**src/rtl/nfsa_pkg.sv**
```systemverilog
package nfsa_pkg;

  // Default table depth.
  localparam int unsigned SlotsDefault = 1024;

  // Width of a requested or granted slot number on the streams.
  localparam int unsigned ReqW = 10;

  // tdata width, padded to whole bytes.
  localparam int unsigned TdataW = 16;

  // Commands from the controller to the datapath.
  typedef struct packed {
    logic load_req;    // take the request and read its entry
    logic clear_step;  // zero one entry of the table
    logic chase_step;  // follow the pointer just read
    logic grant;       // mark the found slot taken, restart at the request
    logic comp_step;   // rewrite one path entry and follow it
    logic load_out;    // move the answer into the output register
    logic set_none;    // the answer is "no free slot"
  } cmd_t;

  // Status from the datapath to the controller.
  typedef struct packed {
    logic req_beyond;  // offered request lies past the table
    logic cur_end;     // current pointer is past the table
    logic entry_free;  // entry just read is zero
    logic ptr_bad;     // entry just read does not point upward
    logic path_more;   // current pointer is still below the granted slot
    logic clear_last;  // clearing pass is at the last entry
    logic out_free;    // output register can take an answer
  } sts_t;

endpackage

```
**src/rtl/nfsa_ctrl.sv**
```systemverilog
module nfsa_ctrl (
  input  logic          clk_i,
  input  logic          rst_ni,
  input  logic          s_axis_tvalid,
  output logic          s_axis_tready,
  input  nfsa_pkg::sts_t sts_i,
  output nfsa_pkg::cmd_t cmd_o
);
  import nfsa_pkg::*;

  typedef enum logic [2:0] {
    StClear,
    StIdle,
    StChase,
    StComp,
    StDoneOk,
    StDoneNone
  } state_e;

  state_e state_q, state_d;

  assign s_axis_tready = (state_q == StIdle);

  always_comb begin
    state_d = state_q;
    cmd_o   = '0;
    case (state_q)
      StClear: begin
        cmd_o.clear_step = 1'b1;
        if (sts_i.clear_last) begin
          state_d = StIdle;
        end
      end
      StIdle: begin
        if (s_axis_tvalid) begin
          if (sts_i.req_beyond) begin
            state_d = StDoneNone;
          end else begin
            cmd_o.load_req = 1'b1;
            state_d        = StChase;
          end
        end
      end
      StChase: begin
        if (sts_i.cur_end) begin
          state_d = StDoneNone;
        end else if (sts_i.entry_free) begin
          cmd_o.grant = 1'b1;
          state_d     = StComp;
        end else if (sts_i.ptr_bad) begin
          state_d = StDoneNone;
        end else begin
          cmd_o.chase_step = 1'b1;
        end
      end
      StComp: begin
        if (sts_i.path_more) begin
          cmd_o.comp_step = 1'b1;
        end else begin
          state_d = StDoneOk;
        end
      end
      StDoneOk: begin
        if (sts_i.out_free) begin
          cmd_o.load_out = 1'b1;
          state_d        = StIdle;
        end
      end
      StDoneNone: begin
        if (sts_i.out_free) begin
          cmd_o.load_out = 1'b1;
          cmd_o.set_none = 1'b1;
          state_d        = StIdle;
        end
      end
      default: begin
        state_d = StIdle;
      end
    endcase
  end

  always_ff @(posedge clk_i or negedge rst_ni) begin
    if (!rst_ni) begin
      state_q <= StClear;
    end else begin
      state_q <= state_d;
    end
  end

endmodule

```
**config.mk**
```make
export PLATFORM = sky130hd
export DESIGN_NAME = nfsa_ctrl
export DESIGN_NICKNAME = d
export VERILOG_FILES = /design/src/rtl/nfsa_pkg.sv /design/src/rtl/nfsa_ctrl.sv
export SDC_FILE = /design/constraint.sdc
export NUM_CORES = 1
export LEC_CHECK = 0
export BUFFER_PORTS_ARGS = -buffer_cell sky130_fd_sc_hd__buf_4
export CORE_AREA = 5 5 42 44
export CTS_CLUSTER_SIZE = 12
export DETAILED_ROUTE_END_ITERATION = 8
export DIE_AREA = 0 0 47 49
export GPL_ROUTABILITY_DRIVEN = 0
export PLACE_DENSITY = 0.55
export SYNTH_ARGS = -nofsm -noshare
export SYNTH_HDL_FRONTEND = slang
export SYNTH_SLANG_ARGS = --single-unit
```
**constraint.sdc**
```tcl
create_clock -name clk_i -period 2.7 [get_ports clk_i]
set_clock_uncertainty 0.05 [all_clocks]
set_input_delay 0.54 -clock clk_i [delete_from_list [all_inputs] [get_ports clk_i]]
set_output_delay 0.54 -clock clk_i [all_outputs]
set_load 0.01 [all_outputs]
```
==> metrics <==
clk sink count=3; global-route wire length before repair=between 1 and 1.5 mm; Clock power frac=17.6%; FMAX=about 430 MHz; largest family of logic cells by synthesized area=simple AND/OR/NAND/NOR gates; Syn Area/Cell=8.22 µm²; Gate Count Post-Synth=35; post-synth top area share=a little over a quarter; core area=between 0.001 and 0.0015 mm²; status=complete, no violations; Synth Cell Area=~290 µm²; Total Wirelength=about 850 µm; largest registers=state_q (3); die height=about 50 µm; Comb power frac=a little under three fifths; cell taking the most area after synthesis=dfrtp_1; CTS Buf Count=3; Netlist cell types=22; crit path launch type=flop; max_slew headroom=74.4%; post-synthesis adder-cell area fraction=0%; Least-Margin Pin Slew=slightly below 400 ps; Tcrit/Tclk final=a little under nine tenths; asr flop ratio synth=100%; Switching Share=40.1%; die width=approximately 47 µm; Worst-Skew Late Latency=~230 ps; dpl hpwl=between 600 and 700 µm; DRT iter0 DRCs=7; count of pins over their slew limit=0; mux contribution to synthesized area=11.3%; Synth Flop Type=dfrtp_1; postcts setup bufs=0; starting density of the core=20.5%; initial antenna violation count=0; port bufs=17; post-CTS sizing=0; Via Count=roughly 330; CTS clk-pin slew, worst paths=about 40 ps; HP Class=in2async; drt wl/cell=12.0 µm; CP endpoint kind=output port; Internal Dissipation=approximately 0.26 mW; final core utilization=32.9%; Simple-Gate Fraction of Synth Area=between 30% and 40%; CP required=approximately 2100 ps; Congestion Overflow GR=0; largest net degree at the start of global routing=14; Biggest register=state_q; Setup TNS Final=0 ps; number of synthesized flops with an enable pin=0; Post-DRT Antenna Nets=0; Layout Nets=66; syn nets=45; max-cap viol count=0; First-pass DRT Iterations=4; Synth Area in Compound Gates=about 22%; Setup-failing EPs final=0; unrepaired setup endpoints after global routing=false; Via density=roughly 4.7; All-Layer GR Usage=roughly 7.3%; Post-route DRC=0; NetSw=0.176 mW; Syn-to-layout area delta=60.4%; number of flip-flops under the largest register name=3; Synth warnings=0; synthesis-stage register bit count=3; CP Max Fanout=13; Tmin final=2330 ps; Post-synth top cells=dfrtp_1, nor2_1, nor2b_1, nor3_1; register area share after synthesis=roughly a quarter; critical path class=reg2out; vias in the first global route=between 300 and 400; leak pwr=between 0.2 and 0.25 nW; Reg power frac=between 20% and 30%; H-Tree Depth=1; CTS root buf=clkbuf_4; CP Data Arrival Time=roughly 1700 ps; Worst VDD drop=approximately 340 µV; die area=between 0.002 and 0.0025 mm²; hold buffer count at cts=0; CTS tree=built; share of cells above drive strength 1=a little over two fifths; n_diodes=0; IO Pins=18; xor-xnor portion of the synthesized cell area=0%; clock buffer depth=2; Fin. Hold Viols=0; PwrDens=about 950 mW/mm²; top post-synthesis cells by area=dfrtp_1, mux2_2, nor2b_1, nor3_1, or4b_4; row count=14
-- cell usage in the layout (no fill, tap or decap), drive strengths merged, types with 2 or more instances in the layout --
| cell | n |
|---|---|
| clkbuf | 4 |
| mux2 | 2 |
| dfrtp | 3 |
| nor2b | 3 |
| nand2 | 2 |
| buf | 18 |
| inv | 2 |
| a21oi | 2 |
| nor3 | 3 |
| nor2 | 3 |
-- power by group through the flow --
stage               Sequential, mW  Combinational, mW  Clock, mW
floorplan                   0.0860              0.174          0
global placement             0.112              0.256          0
detailed placement           0.112              0.253          0
CTS                          0.111              0.253     0.0822
global route                 0.118              0.273     0.0878
finish                       0.112              0.249     0.0775
-- final cells by class --
class | instances | area [µm²]
Inverter | 2 | 7.51
Tap cell | 16 | 20.0
Sequential cell | 3 | 75.1
Clock buffer | 4 | 26.3
Multi-Input combinational cell | 28 | 198
Timing Repair Buffer | 18 | 135
Fill cell | 161 | 940
-- layer usage --
layer	vias to the layer above	part of all wire (%)	track usage, %
met5	-	0	0
met4	0	0	4.15
met3	0	13	1.85
met2	17	46	11.1
met1	144	40	8.85
li1	171	-	-
-- per-stage QoR --
step                      setup slack, ps  instance area [µm²]  power [mW]  hold slack [ps]  std cells
after global placement                552                  435       0.368              281         67
after floorplan                       764                  288       0.260              194         35
final                                 375                  462       0.439             40.3         71
after CTS                             353                  462       0.446             31.9         71
after detailed placement              536                  435       0.365              281         67
after global routing                  244                  462       0.479             24.7         71
-- logic make-up after synthesis --
family	count (synthesis)
AO/OA/AOI/OAI	8
buffers and inverters	4
flip-flops	3
AND/OR/NAND/NOR	17
multiplexers	3
-- final timing paths --
path | end | startpoint | depth (start not counted) | slack, ps
worst max-delay path | cmd_o[4] | state_q[1] | 3 | 370
worst min-delay path | state_q[2] | rst_ni | 1 | 40
worst max register to register | state_q[0] | state_q[1] | 3 | 990
worst min register to register | state_q[2] | state_q[2] | 3 | 670
max in group asynchronous | state_q[1] | rst_ni | 1 | 2470
min in group clk_i | state_q[2] | sts_i[2] | 4 | 580
-- critical path, cell delays in order (launching register included) --
cell and delay, ps:
dfrtp_1 560, or4b_4 520, nor3_1 240, buf_4 180
Power figures use the tool's default switching activity.
